[config.mk]
export PLATFORM = sky130hd
export DESIGN_NAME = angle_bias_kalman_filter
export DESIGN_NICKNAME = d
export VERILOG_FILES = /design/src/rtl/core/abkf_pkg.sv /design/src/rtl/core/angle_bias_kalman_filter.sv /design/src/rtl/core/abkf_mul.sv /design/src/rtl/core/abkf_div.sv
export SDC_FILE = /design/constraint.sdc
export NUM_CORES = 2
export LEC_CHECK = 0
export ABC_AREA = 0
export BUFFER_PORTS_ARGS = -buffer_cell sky130_fd_sc_hd__buf_2
export CORE_UTILIZATION = 30
export DETAILED_ROUTE_END_ITERATION = 12
export REMOVE_ABC_BUFFERS = 1
export SYNTH_ARGS = -nofsm -noshare
export SYNTH_HDL_FRONTEND = slang
export SYNTH_SLANG_ARGS = --single-unit
[constraint.sdc]
create_clock -name i_clk -period 12.6 [get_ports i_clk]
set_clock_uncertainty 0.2 [all_clocks]
set_input_delay 3.15 -clock i_clk [delete_from_list [all_inputs] [get_ports i_clk]]
set_output_delay 3.15 -clock i_clk [all_outputs]
set_load 0.01 [all_outputs]
[src/rtl/core/abkf_pkg.sv]
// ============================================================================
// abkf_pkg - shared definitions of the angle and gyro bias Kalman filter
// Default widths, fixed point constants, register indexes and sequencer codes.
// ============================================================================
package abkf_pkg;

    localparam int ABKF_STATE_WIDTH  = 48;
    localparam int ABKF_SAMPLE_WIDTH = 32;
    localparam int FRAC_IN           = 16;  // fraction bits of samples
    localparam int FRAC_Q            = 32;  // fraction bits of state and gains
    localparam int REG_WIDTH         = 32;
    localparam int MUL_DIGIT         = 16;  // multiplier digit per cycle
    localparam int CFG_IDX_W         = 2;

    localparam logic [CFG_IDX_W-1:0] CFG_ANGLE_NOISE = 2'd0;
    localparam logic [CFG_IDX_W-1:0] CFG_BIAS_NOISE  = 2'd1;
    localparam logic [CFG_IDX_W-1:0] CFG_MEAS_NOISE  = 2'd2;

    localparam logic [REG_WIDTH-1:0] ANGLE_NOISE_RST = 32'd4294967;
    localparam logic [REG_WIDTH-1:0] BIAS_NOISE_RST  = 32'd12884902;
    localparam logic [REG_WIDTH-1:0] MEAS_NOISE_RST  = 32'd128849019;

    typedef enum logic [4:0] {
        S_IDLE, S_RATE, S_M_ANG, S_M_DP, S_T2, S_T3, S_M_PAA, S_PAB, S_PBA,
        S_M_PBB, S_Y, S_S, S_D_K0, S_D_K1, S_M_KA, S_M_KB, S_M_C0, S_M_C1,
        S_M_C2, S_M_C3, S_OUT
    } t_state;

    typedef enum logic [3:0] {
        D_NONE, D_RATE, D_ANG, D_BIAS, D_PAA, D_PAB, D_PBA, D_PBB, D_T, D_Y, D_S
    } t_dest;

endpackage

[src/rtl/core/angle_bias_kalman_filter.sv]
// ============================================================================
// angle_bias_kalman_filter - two-state angle and gyro bias Kalman filter
// Fuses an accelerometer angle with a gyro rate under a small sequencer.
// ============================================================================
// Usage:
//   Slave stream: one transfer per sample, tdata holds measured_angle,
//   measured_rate (signed Q.16) and time_step (unsigned Q0.32).
//   Master stream: one transfer per sample with filtered_angle, unbiased_rate
//   and bias_out (signed Q.16, saturated).
//   Config port: write angle, bias and measurement noise (Q0.32) while idle;
//   unknown indexes are dropped.
// Arithmetic units and throughput:
//   Ten multiplies share one multiplier: launch, ND = ceil(W/16) digits of
//   b and write-back. The two gains share one restoring divider: launch,
//   W+32 quotient bits and write-back. When S is zero the divides are
//   skipped and both gains are set to zero. The next sample is accepted
//   only after the result of the last one has been loaded into the output
//   register, so a sample is never taken while one is in progress.
// Reset and stall:
//   Reset clears state, covariance and the output slot and reloads the noise
//   defaults. A finished result waits in the output register; when the
//   receiver stalls, the next sample is computed and then held until the
//   slot frees.
// ============================================================================
module angle_bias_kalman_filter import abkf_pkg::*; #(
    parameter int STATE_WIDTH  = ABKF_STATE_WIDTH,
    parameter int SAMPLE_WIDTH = ABKF_SAMPLE_WIDTH,
    localparam int IN_W  = ((2*SAMPLE_WIDTH + REG_WIDTH + 7) / 8) * 8,
    localparam int OUT_W = ((3*SAMPLE_WIDTH + 7) / 8) * 8
) (
    input  logic                 i_clk,
    input  logic                 i_rst_n,
    input  logic                 i_s_axis_tvalid,
    output logic                 o_s_axis_tready,
    // measured_angle, measured_rate, time_step (low bit first)
    input  logic [IN_W-1:0]      i_s_axis_tdata,
    output logic                 o_m_axis_tvalid,
    input  logic                 i_m_axis_tready,
    // filtered_angle, unbiased_rate, bias_out (low bit first)
    output logic [OUT_W-1:0]     o_m_axis_tdata,
    input  logic                 i_cfg_we,
    input  logic [CFG_IDX_W-1:0] i_cfg_idx,
    input  logic [REG_WIDTH-1:0] i_cfg_data
);
    localparam int W  = STATE_WIDTH;
    localparam int S  = SAMPLE_WIDTH;
    localparam int XW = ((S + FRAC_IN > W) ? S + FRAC_IN : W) + 1;
    localparam int QX = ((W - FRAC_IN > S) ? W - FRAC_IN : S) + 1;
    localparam logic signed [W-1:0] ST_MAX = {1'b0, {(W-1){1'b1}}};
    localparam logic signed [W-1:0] ST_MIN = {1'b1, {(W-1){1'b0}}};
    localparam logic [S-1:0] SM_MAX = {1'b0, {(S-1){1'b1}}};
    localparam logic [S-1:0] SM_MIN = {1'b1, {(S-1){1'b0}}};

    // Widen a Q.16 sample to the state format, clamp to the state range.
    function automatic logic signed [W-1:0] sample_in(input logic [S-1:0] raw);
        logic [XW-1:0] e;
        e = {{(XW-S){raw[S-1]}}, raw} << FRAC_IN;
        if ((e[XW-1:W-1] == '0) || (e[XW-1:W-1] == '1)) begin
            return e[W-1:0];
        end
        return e[XW-1] ? ST_MIN : ST_MAX;
    endfunction

    // Floor the dropped fraction bits, clamp to the sample range.
    function automatic logic [S-1:0] sample_out(input logic signed [W-1:0] v);
        logic [QX-1:0] e;
        e = {{(QX-(W-FRAC_IN)){v[W-1]}}, v[W-1:FRAC_IN]};
        if ((e[QX-1:S-1] == '0) || (e[QX-1:S-1] == '1)) begin
            return e[S-1:0];
        end
        return e[QX-1] ? SM_MIN : SM_MAX;
    endfunction

    t_state r_state, n_state;

    logic [REG_WIDTH-1:0] r_qa, r_qb, r_rm;
    logic signed [W-1:0] r_ang, r_bias, r_paa, r_pab, r_pba, r_pbb;
    logic signed [W-1:0] r_nang, r_nrate, r_rate, r_t, r_dp, r_y, r_s;
    logic signed [W-1:0] r_k0, r_k1, r_p00, r_p01;
    logic [REG_WIDTH-1:0] r_dt;
    logic                 r_wait;
    logic                 r_out_valid;
    logic [OUT_W-1:0]     r_out;

    logic                 accept, out_free;
    logic                 mul_start, mul_done, div_start, div_done;
    logic signed [W-1:0]  mul_a, mul_b, mul_p, div_n, div_d, div_q;
    logic signed [W-1:0]  alu_a, alu_b, alu_y;
    logic signed [W:0]    alu_x;
    logic                 alu_sub;
    t_dest                dest;
    logic                 save_dp, save_p, zero_k, load_out;
    logic signed [W-1:0]  dt_w, qa_w, qb_w, rm_w;

    assign accept   = i_s_axis_tvalid && o_s_axis_tready;
    assign out_free = !r_out_valid || i_m_axis_tready;
    assign dt_w     = {{(W-REG_WIDTH){1'b0}}, r_dt};
    assign qa_w     = {{(W-REG_WIDTH){1'b0}}, r_qa};
    assign qb_w     = {{(W-REG_WIDTH){1'b0}}, r_qb};
    assign rm_w     = {{(W-REG_WIDTH){1'b0}}, r_rm};

    // Shared saturating adder.
    always_comb begin
        alu_x = alu_sub ? ({alu_a[W-1], alu_a} - {alu_b[W-1], alu_b})
                        : ({alu_a[W-1], alu_a} + {alu_b[W-1], alu_b});
        if (alu_x[W] != alu_x[W-1]) begin
            alu_y = alu_x[W] ? ST_MIN : ST_MAX;
        end else begin
            alu_y = alu_x[W-1:0];
        end
    end

    abkf_mul #(.W(W)) u_mul (
        .i_clk   (i_clk),
        .i_rst_n (i_rst_n),
        .i_start (mul_start),
        .i_a     (mul_a),
        .i_b     (mul_b),
        .o_done  (mul_done),
        .o_prod  (mul_p)
    );

    abkf_div #(.W(W)) u_div (
        .i_clk   (i_clk),
        .i_rst_n (i_rst_n),
        .i_start (div_start),
        .i_num   (div_n),
        .i_den   (div_d),
        .o_done  (div_done),
        .o_quot  (div_q)
    );

    // Next state.
    always_comb begin
        n_state = r_state;
        case (r_state)
            S_IDLE:  if (accept) n_state = S_RATE;
            S_RATE:  n_state = S_M_ANG;
            S_M_ANG: if (mul_done) n_state = S_M_DP;
            S_M_DP:  if (mul_done) n_state = S_T2;
            S_T2:    n_state = S_T3;
            S_T3:    n_state = S_M_PAA;
            S_M_PAA: if (mul_done) n_state = S_PAB;
            S_PAB:   n_state = S_PBA;
            S_PBA:   n_state = S_M_PBB;
            S_M_PBB: if (mul_done) n_state = S_Y;
            S_Y:     n_state = S_S;
            S_S:     n_state = (alu_y == '0) ? S_M_KA : S_D_K0;
            S_D_K0:  if (div_done) n_state = S_D_K1;
            S_D_K1:  if (div_done) n_state = S_M_KA;
            S_M_KA:  if (mul_done) n_state = S_M_KB;
            S_M_KB:  if (mul_done) n_state = S_M_C0;
            S_M_C0:  if (mul_done) n_state = S_M_C1;
            S_M_C1:  if (mul_done) n_state = S_M_C2;
            S_M_C2:  if (mul_done) n_state = S_M_C3;
            S_M_C3:  if (mul_done) n_state = S_OUT;
            S_OUT:   if (out_free) n_state = S_IDLE;
            default: n_state = S_IDLE;
        endcase
    end

    // Sequencer outputs: operand selection, unit launch, write-back target.
    always_comb begin
        mul_a     = dt_w;
        mul_b     = r_rate;
        mul_start = 1'b0;
        div_n     = r_paa;
        div_d     = r_s;
        div_start = 1'b0;
        alu_a     = r_ang;
        alu_b     = mul_p;
        alu_sub   = 1'b0;
        dest      = D_NONE;
        save_dp   = 1'b0;
        save_p    = 1'b0;
        zero_k    = 1'b0;
        load_out  = 1'b0;
        o_s_axis_tready = 1'b0;
        case (r_state)
            S_IDLE: o_s_axis_tready = 1'b1;
            S_RATE: begin
                alu_a = r_nrate; alu_b = r_bias; alu_sub = 1'b1; dest = D_RATE;
            end
            S_M_ANG: begin
                mul_start = !r_wait;
                if (mul_done) dest = D_ANG;
            end
            S_M_DP: begin
                mul_b = r_pbb; mul_start = !r_wait;
                alu_a = mul_p; alu_b = r_pab; alu_sub = 1'b1;
                if (mul_done) begin
                    dest = D_T; save_dp = 1'b1;
                end
            end
            S_T2: begin
                alu_a = r_t; alu_b = r_pba; alu_sub = 1'b1; dest = D_T;
            end
            S_T3: begin
                alu_a = r_t; alu_b = qa_w; dest = D_T;
            end
            S_M_PAA: begin
                mul_b = r_t; mul_start = !r_wait; alu_a = r_paa;
                if (mul_done) dest = D_PAA;
            end
            S_PAB: begin
                alu_a = r_pab; alu_b = r_dp; alu_sub = 1'b1; dest = D_PAB;
            end
            S_PBA: begin
                alu_a = r_pba; alu_b = r_dp; alu_sub = 1'b1; dest = D_PBA;
            end
            S_M_PBB: begin
                mul_b = qb_w; mul_start = !r_wait; alu_a = r_pbb;
                if (mul_done) dest = D_PBB;
            end
            S_Y: begin
                alu_a = r_nang; alu_b = r_ang; alu_sub = 1'b1; dest = D_Y;
            end
            S_S: begin
                alu_a = r_paa; alu_b = rm_w; dest = D_S; save_p = 1'b1;
                zero_k = (alu_y == '0);
            end
            S_D_K0: div_start = !r_wait;
            S_D_K1: begin
                div_n = r_pba; div_start = !r_wait;
            end
            S_M_KA: begin
                mul_a = r_k0; mul_b = r_y; mul_start = !r_wait;
                if (mul_done) dest = D_ANG;
            end
            S_M_KB: begin
                mul_a = r_k1; mul_b = r_y; mul_start = !r_wait; alu_a = r_bias;
                if (mul_done) dest = D_BIAS;
            end
            S_M_C0: begin
                mul_a = r_k0; mul_b = r_p00; mul_start = !r_wait;
                alu_a = r_paa; alu_sub = 1'b1;
                if (mul_done) dest = D_PAA;
            end
            S_M_C1: begin
                mul_a = r_k0; mul_b = r_p01; mul_start = !r_wait;
                alu_a = r_pab; alu_sub = 1'b1;
                if (mul_done) dest = D_PAB;
            end
            S_M_C2: begin
                mul_a = r_k1; mul_b = r_p00; mul_start = !r_wait;
                alu_a = r_pba; alu_sub = 1'b1;
                if (mul_done) dest = D_PBA;
            end
            S_M_C3: begin
                mul_a = r_k1; mul_b = r_p01; mul_start = !r_wait;
                alu_a = r_pbb; alu_sub = 1'b1;
                if (mul_done) dest = D_PBB;
            end
            S_OUT: load_out = out_free;
            default: ;
        endcase
    end

    // Control registers and configuration.
    always_ff @(posedge i_clk) begin
        if (!i_rst_n) begin
            r_state     <= S_IDLE;
            r_wait      <= 1'b0;
            r_out_valid <= 1'b0;
            r_qa        <= ANGLE_NOISE_RST;
            r_qb        <= BIAS_NOISE_RST;
            r_rm        <= MEAS_NOISE_RST;
            r_ang       <= '0;
            r_bias      <= '0;
            r_paa       <= '0;
            r_pab       <= '0;
            r_pba       <= '0;
            r_pbb       <= '0;
        end else begin
            r_state <= n_state;
            // Hold the wait flag from launch until the unit reports done.
            if (mul_start || div_start) begin
                r_wait <= 1'b1;
            end else if (mul_done || div_done) begin
                r_wait <= 1'b0;
            end
            if (load_out) begin
                r_out_valid <= 1'b1;
            end else if (i_m_axis_tready) begin
                r_out_valid <= 1'b0;
            end
            if (i_cfg_we) begin
                case (i_cfg_idx)
                    CFG_ANGLE_NOISE: r_qa <= i_cfg_data;
                    CFG_BIAS_NOISE:  r_qb <= i_cfg_data;
                    CFG_MEAS_NOISE:  r_rm <= i_cfg_data;
                    default: ;
                endcase
            end
            case (dest)
                D_ANG:   r_ang  <= alu_y;
                D_BIAS:  r_bias <= alu_y;
                D_PAA:   r_paa  <= alu_y;
                D_PAB:   r_pab  <= alu_y;
                D_PBA:   r_pba  <= alu_y;
                D_PBB:   r_pbb  <= alu_y;
                default: ;
            endcase
        end
    end

    // Working registers of one sample.
    always_ff @(posedge i_clk) begin
        if (accept) begin
            r_nang  <= sample_in(i_s_axis_tdata[S-1:0]);
            r_nrate <= sample_in(i_s_axis_tdata[2*S-1:S]);
            r_dt    <= i_s_axis_tdata[2*S+REG_WIDTH-1:2*S];
        end
        case (dest)
            D_RATE:  r_rate <= alu_y;
            D_T:     r_t    <= alu_y;
            D_Y:     r_y    <= alu_y;
            D_S:     r_s    <= alu_y;
            default: ;
        endcase
        if (save_dp) r_dp <= mul_p;
        if (save_p) begin
            r_p00 <= r_paa;
            r_p01 <= r_pab;
        end
        if (zero_k) begin
            r_k0 <= '0;
            r_k1 <= '0;
        end
        if (div_done && r_state == S_D_K0) r_k0 <= div_q;
        if (div_done && r_state == S_D_K1) r_k1 <= div_q;
        if (load_out) begin
            r_out <= OUT_W'({sample_out(r_bias), sample_out(r_rate), sample_out(r_ang)});
        end
    end

    assign o_m_axis_tvalid = r_out_valid;
    assign o_m_axis_tdata  = r_out;

    a_one_unit: assert property (@(posedge i_clk) disable iff (!i_rst_n)
        !(mul_start && div_start))
        else $error("multiplier and divider launched together");
    a_done_waited: assert property (@(posedge i_clk) disable iff (!i_rst_n)
        (mul_done || div_done) |-> r_wait)
        else $error("unit done without a pending launch");
    a_den_nonzero: assert property (@(posedge i_clk) disable iff (!i_rst_n)
        div_start |-> (r_s != '0))
        else $error("division launched with zero denominator");
    a_accept_seq: assert property (@(posedge i_clk) disable iff (!i_rst_n)
        accept |=> (r_state == S_RATE))
        else $error("accepted sample did not start the sequence");

endmodule

[src/rtl/core/abkf_mul.sv]
// ============================================================================
// abkf_mul - iterative signed fractional multiplier
// Forms sat((a * b) >> 32) with magnitudes, one 16-bit digit of b per cycle.
// ============================================================================
module abkf_mul import abkf_pkg::*; #(
    parameter int W = ABKF_STATE_WIDTH
) (
    input  logic                i_clk,
    input  logic                i_rst_n,
    input  logic                i_start,
    input  logic signed [W-1:0] i_a,
    input  logic signed [W-1:0] i_b,
    output logic                o_done,
    output logic signed [W-1:0] o_prod
);
    localparam int ND = (W + MUL_DIGIT - 1) / MUL_DIGIT;
    localparam int LW = MUL_DIGIT * ND;
    localparam int PW = W + 1 + LW;
    localparam int MW = PW - FRAC_Q;
    localparam int CW = $clog2(ND);
    localparam int SW = W + MUL_DIGIT + 1;

    logic [W-1:0]   r_ma;
    logic [LW-1:0]  r_mb;
    logic           r_neg;
    logic [W:0]     r_hi;
    logic [LW-1:0]  r_lo;
    logic [CW-1:0]  r_cnt;
    logic           r_busy;
    logic           r_done;

    logic [W-1:0]   a_mag, b_mag;
    logic [SW-1:0]  sum;
    logic [PW-1:0]  full;
    logic [MW-1:0]  mag, lim_pos, lim_neg;

    assign a_mag = i_a[W-1] ? (~i_a + 1'b1) : i_a;
    assign b_mag = i_b[W-1] ? (~i_b + 1'b1) : i_b;
    assign sum   = SW'(r_hi) + SW'(r_ma) * SW'(r_mb[MUL_DIGIT-1:0]);

    always_ff @(posedge i_clk) begin
        if (!i_rst_n) begin
            r_busy <= 1'b0;
            r_done <= 1'b0;
            r_cnt  <= '0;
        end else begin
            r_done <= 1'b0;
            if (i_start) begin
                r_busy <= 1'b1;
                r_cnt  <= '0;
            end else if (r_busy) begin
                r_cnt <= r_cnt + 1'b1;
                if (r_cnt == CW'(ND - 1)) begin
                    r_busy <= 1'b0;
                    r_done <= 1'b1;
                end
            end
        end
    end

    always_ff @(posedge i_clk) begin
        if (i_start) begin
            r_ma  <= a_mag;
            r_mb  <= LW'(b_mag);
            r_neg <= i_a[W-1] ^ i_b[W-1];
            r_hi  <= '0;
            r_lo  <= '0;
        end else if (r_busy) begin
            r_lo <= {sum[MUL_DIGIT-1:0], r_lo[LW-1:MUL_DIGIT]};
            r_hi <= sum[SW-1:MUL_DIGIT];
            r_mb <= r_mb >> MUL_DIGIT;
        end
    end

    assign full    = {r_hi, r_lo};
    assign mag     = full[PW-1:FRAC_Q];
    assign lim_pos = {{(MW-W+1){1'b0}}, {(W-1){1'b1}}};
    assign lim_neg = lim_pos + 1'b1;

    always_comb begin
        if (r_neg) begin
            o_prod = (mag > lim_neg) ? {1'b1, {(W-1){1'b0}}} : (~mag[W-1:0] + 1'b1);
        end else begin
            o_prod = (mag > lim_pos) ? {1'b0, {(W-1){1'b1}}} : mag[W-1:0];
        end
    end

    assign o_done = r_done;

endmodule

[src/rtl/core/abkf_div.sv]
// ============================================================================
// abkf_div - iterative signed fractional divider
// Forms sat((num << 32) / den) by restoring division, one quotient bit a cycle.
// ============================================================================
module abkf_div import abkf_pkg::*; #(
    parameter int W = ABKF_STATE_WIDTH
) (
    input  logic                i_clk,
    input  logic                i_rst_n,
    input  logic                i_start,
    input  logic signed [W-1:0] i_num,
    input  logic signed [W-1:0] i_den,
    output logic                o_done,
    output logic signed [W-1:0] o_quot
);
    localparam int QW = W + FRAC_Q;
    localparam int CW = $clog2(QW);

    logic [W-1:0]  r_d;
    logic [W-1:0]  r_rem;
    logic [QW-1:0] r_dvd;
    logic [QW-1:0] r_q;
    logic          r_neg;
    logic [CW-1:0] r_cnt;
    logic          r_busy;
    logic          r_done;

    logic [W-1:0]  n_mag, d_mag;
    logic [W:0]    trial, diff;
    logic          ge;
    logic [QW-1:0] lim_pos, lim_neg;

    assign n_mag = i_num[W-1] ? (~i_num + 1'b1) : i_num;
    assign d_mag = i_den[W-1] ? (~i_den + 1'b1) : i_den;
    assign trial = {r_rem, r_dvd[QW-1]};
    assign diff  = trial - {1'b0, r_d};
    assign ge    = trial >= {1'b0, r_d};

    always_ff @(posedge i_clk) begin
        if (!i_rst_n) begin
            r_busy <= 1'b0;
            r_done <= 1'b0;
            r_cnt  <= '0;
        end else begin
            r_done <= 1'b0;
            if (i_start) begin
                r_busy <= 1'b1;
                r_cnt  <= '0;
            end else if (r_busy) begin
                r_cnt <= r_cnt + 1'b1;
                if (r_cnt == CW'(QW - 1)) begin
                    r_busy <= 1'b0;
                    r_done <= 1'b1;
                end
            end
        end
    end

    always_ff @(posedge i_clk) begin
        if (i_start) begin
            r_d   <= d_mag;
            r_rem <= '0;
            r_dvd <= {n_mag, {FRAC_Q{1'b0}}};
            r_q   <= '0;
            r_neg <= i_num[W-1] ^ i_den[W-1];
        end else if (r_busy) begin
            r_rem <= ge ? diff[W-1:0] : trial[W-1:0];
            r_q   <= {r_q[QW-2:0], ge};
            r_dvd <= r_dvd << 1;
        end
    end

    assign lim_pos = {{(QW-W+1){1'b0}}, {(W-1){1'b1}}};
    assign lim_neg = lim_pos + 1'b1;

    always_comb begin
        if (r_neg) begin
            o_quot = (r_q > lim_neg) ? {1'b1, {(W-1){1'b0}}} : (~r_q[W-1:0] + 1'b1);
        end else begin
            o_quot = (r_q > lim_pos) ? {1'b0, {(W-1){1'b1}}} : r_q[W-1:0];
        end
    end

    assign o_done = r_done;

endmodule

==> results.py <==
metrics = {
    "layout": {
        "finalNonFillerCells": 14000,
        "fin_nets": 10800,
        "design_area_um2": 105000,
        "largest_reg_flops": 96,
        "final_common_cell": "nand2_1",
        "syn2layout_area_growth_pct": 11.7,
        "final_cell_mix": "nand2_1, inv_1, edfxtp_1",
        "drive_gt1_share_pct": 8.53,
    },
    "outcome": {
        "status": "completed",
    },
    "global_routing": {
        "grt_pass1_wl_um": 524000,
        "grt_usage_pct": 22.3,
        "grt_start_max_net_pins": 168,
        "antenna_found_initial": 44,
        "grt_pass1_vias": 74300,
        "grt_overflow_total": 0,
    },
    "setup_path": {
        "crit_type": "register to register",
        "cp_slowest_cell": "nor4_1",
        "cp.required_ns": 12.81,
        "r2r_start": "u_mul.r_hi[44]",
        "worstPathArrival_ns": 11.87,
        "r2r_setup_slack_ns": 0.94,
        "cp-end-kind": "register",
        "reg2reg_depth": 29,
        "r2r_end": "r_k0[26]",
        "crit_fanout": 48,
        "startpoint_type": "register",
        "slowest_delay_ns": 0.69,
    },
    "sta": {
        "max_slew_margin_pct": 18.2,
        "holdWs_ns": 0.257,
        "drv_slew": 0,
        "fin_crit_ns": 11.66,
        "setup_viol": 0,
        "tightest_slew_ns": 1.22,
        "fin_crit_sh_pct": 92.6,
        "fmax_ghz": 0.0858,
        "hold_violations": 0,
        "rsz0062_at_grt": "no",
        "setup-tns-final_ns": 0,
    },
    "place": {
        "io_buffers": 232,
        "routabilityCongestion": 1.01,
        "post_dp_cell_area_um2": 99900,
        "dp.cells": 13700,
        "dp_hpwl_um": 264000,
    },
    "route": {
        "ant_nets": 0,
        "vias_per_cell": 5.60,
        "vias": 78400,
        "avgRoutedWirePerCell_um": 25.9,
        "dr.pass1.iters": 7,
        "finalWirelength_um": 363000,
        "first_iter_violations": 11900,
        "drc_errors": 0,
    },
    "logic_synthesis": {
        "netlist_area_um2": 94200,
        "ys_seq_area_share_pct": 38.8,
        "async_reset_ff_share_pct": 0,
        "synth_cell_types": 105,
        "syn_area_per_cell_um2": 9.63,
        "ys.flop_type": "edfxtp_1",
        "synthCells": 9779,
        "synth-edff-count": 818,
        "yosysWarnings": 0,
        "ys_ff_latch": 1415,
    },
    "cts": {
        "tritoncts": "yes",
        "clock_sinks": 1415,
        "root_buffer": "clkbuf_16",
        "numCtsBuffers": 165,
        "hold_buffers": 0,
        "cts_resized": 0,
        "cts_buffer_depth": 4,
        "clk_latency_ns": 0.90,
        "path_clk_slew_ns": 0.07,
        "h-tree-depth": 4,
        "post_cts_buffers": 0,
    },
    "floorplanning": {
        "die_area_um2": 316000,
        "ios": 233,
        "std_cell_rows": 205,
        "core_um2": 312000,
        "start_util_pct": 30.2,
        "die_h_um": 562,
        "die_x_um": 562,
    },
    "worst_hold_path": {
        "hold_path_class": "register to register",
        "hp-start": "r_qa[9]",
        "min_to": "r_qa[9]",
        "hold_path_depth": 2,
    },
    "flow_run": {
        "max_cap_viol_count": 0,
    },
}
==> through the flow <==
stage               util (%)  setup WS [ns]
floorplan                  -         -0.101
global placement        32.0           1.56
detailed placement      32.0           1.29
CTS                     33.7           1.22
global route            33.7          0.559
finish                  33.7          0.938
==> kinds of logic after synthesis <==
| kind of cell | share of synthesized area [%] |
|---|---|
| DFF | 38.8 |
| AOI/OAI and AO/OA | 15.9 |
| xor gates and xnor gates | 3.42 |
| and+or+nand+nor | 15.2 |
| muxes | 2.25 |
| adders and majority gates | 18.2 |
| buffers and inverters | 6.20 |
==> cell usage after synthesis (all sizes together), types with 230 or more instances <==
master	n	share of area, %
dfxtp	597	13
nand2	1336	5.3
inv	902	3.6
and2	238	1.6
clkbuf	557	2.2
nand3	256	1.4
o21ai	495	2.6
ha	248	3.3
fa	694	15
nor2	555	2.2
a21oi	500	2.7
edfxtp	818	26
a22oi	230	1.8
==> how the worst max path moves through the flow <==
stage | startpoint | to | slack (ns) | depth (start not counted)
floorplan | r_state[3] | r_k0[0] | -0.10 | 28
global placement | u_mul.r_hi[44] | r_k0[24] | 1.56 | 29
detailed placement | u_mul.r_hi[44] | r_k0[24] | 1.29 | 29
CTS | u_mul.r_hi[44] | r_k0[15] | 1.22 | 29
global route | u_mul.r_hi[44] | r_k0[11] | 0.56 | 29
finish | u_mul.r_hi[44] | r_k0[26] | 0.94 | 29
==> metal layers <==
metal  global-route usage [%]  wire, µm  part of all wire, %  vias to the layer above
li1                         -         -                    -                    34200
met1                     30.9    152000                   42                    39000
met2                     33.2    155000                   43                     4381
met3                     5.54     40300                   11                      799
met4                     8.47     15400                  4.2                       34
met5                        0       227                0.063                        -
==> layout make-up <==
| cell class | instances | area, µm² |
|---|---|---|
| clock buffers | 227 | 4640 |
| well taps | 4140 | 5180 |
| repair buffers | 420 | 2620 |
| fillers | 31900 | 207000 |
| flip-flops and latches | 1415 | 36500 |
| diodes | 8 | 20.0 |
| clock inverters | 67 | 648 |
| multi-input cells | 6824 | 52200 |
| inverters | 903 | 3400 |
==> critical path: cells and delay by family (launching register included) <==
family                   cells  cell delay (ns)
flip-flops                   1             0.33
adder cells (fa/ha/maj)      1             0.38
AND/OR/NAND/NOR             19             7.64
AO/OA/AOI/OAI                7             1.73
XOR/XNOR                     1             0.31
buffers and inverters        1             0.57
Power is left out: the tool's default activity adds up to more than one toggle a clock period on the data nets, which glitch-free logic cannot reach.
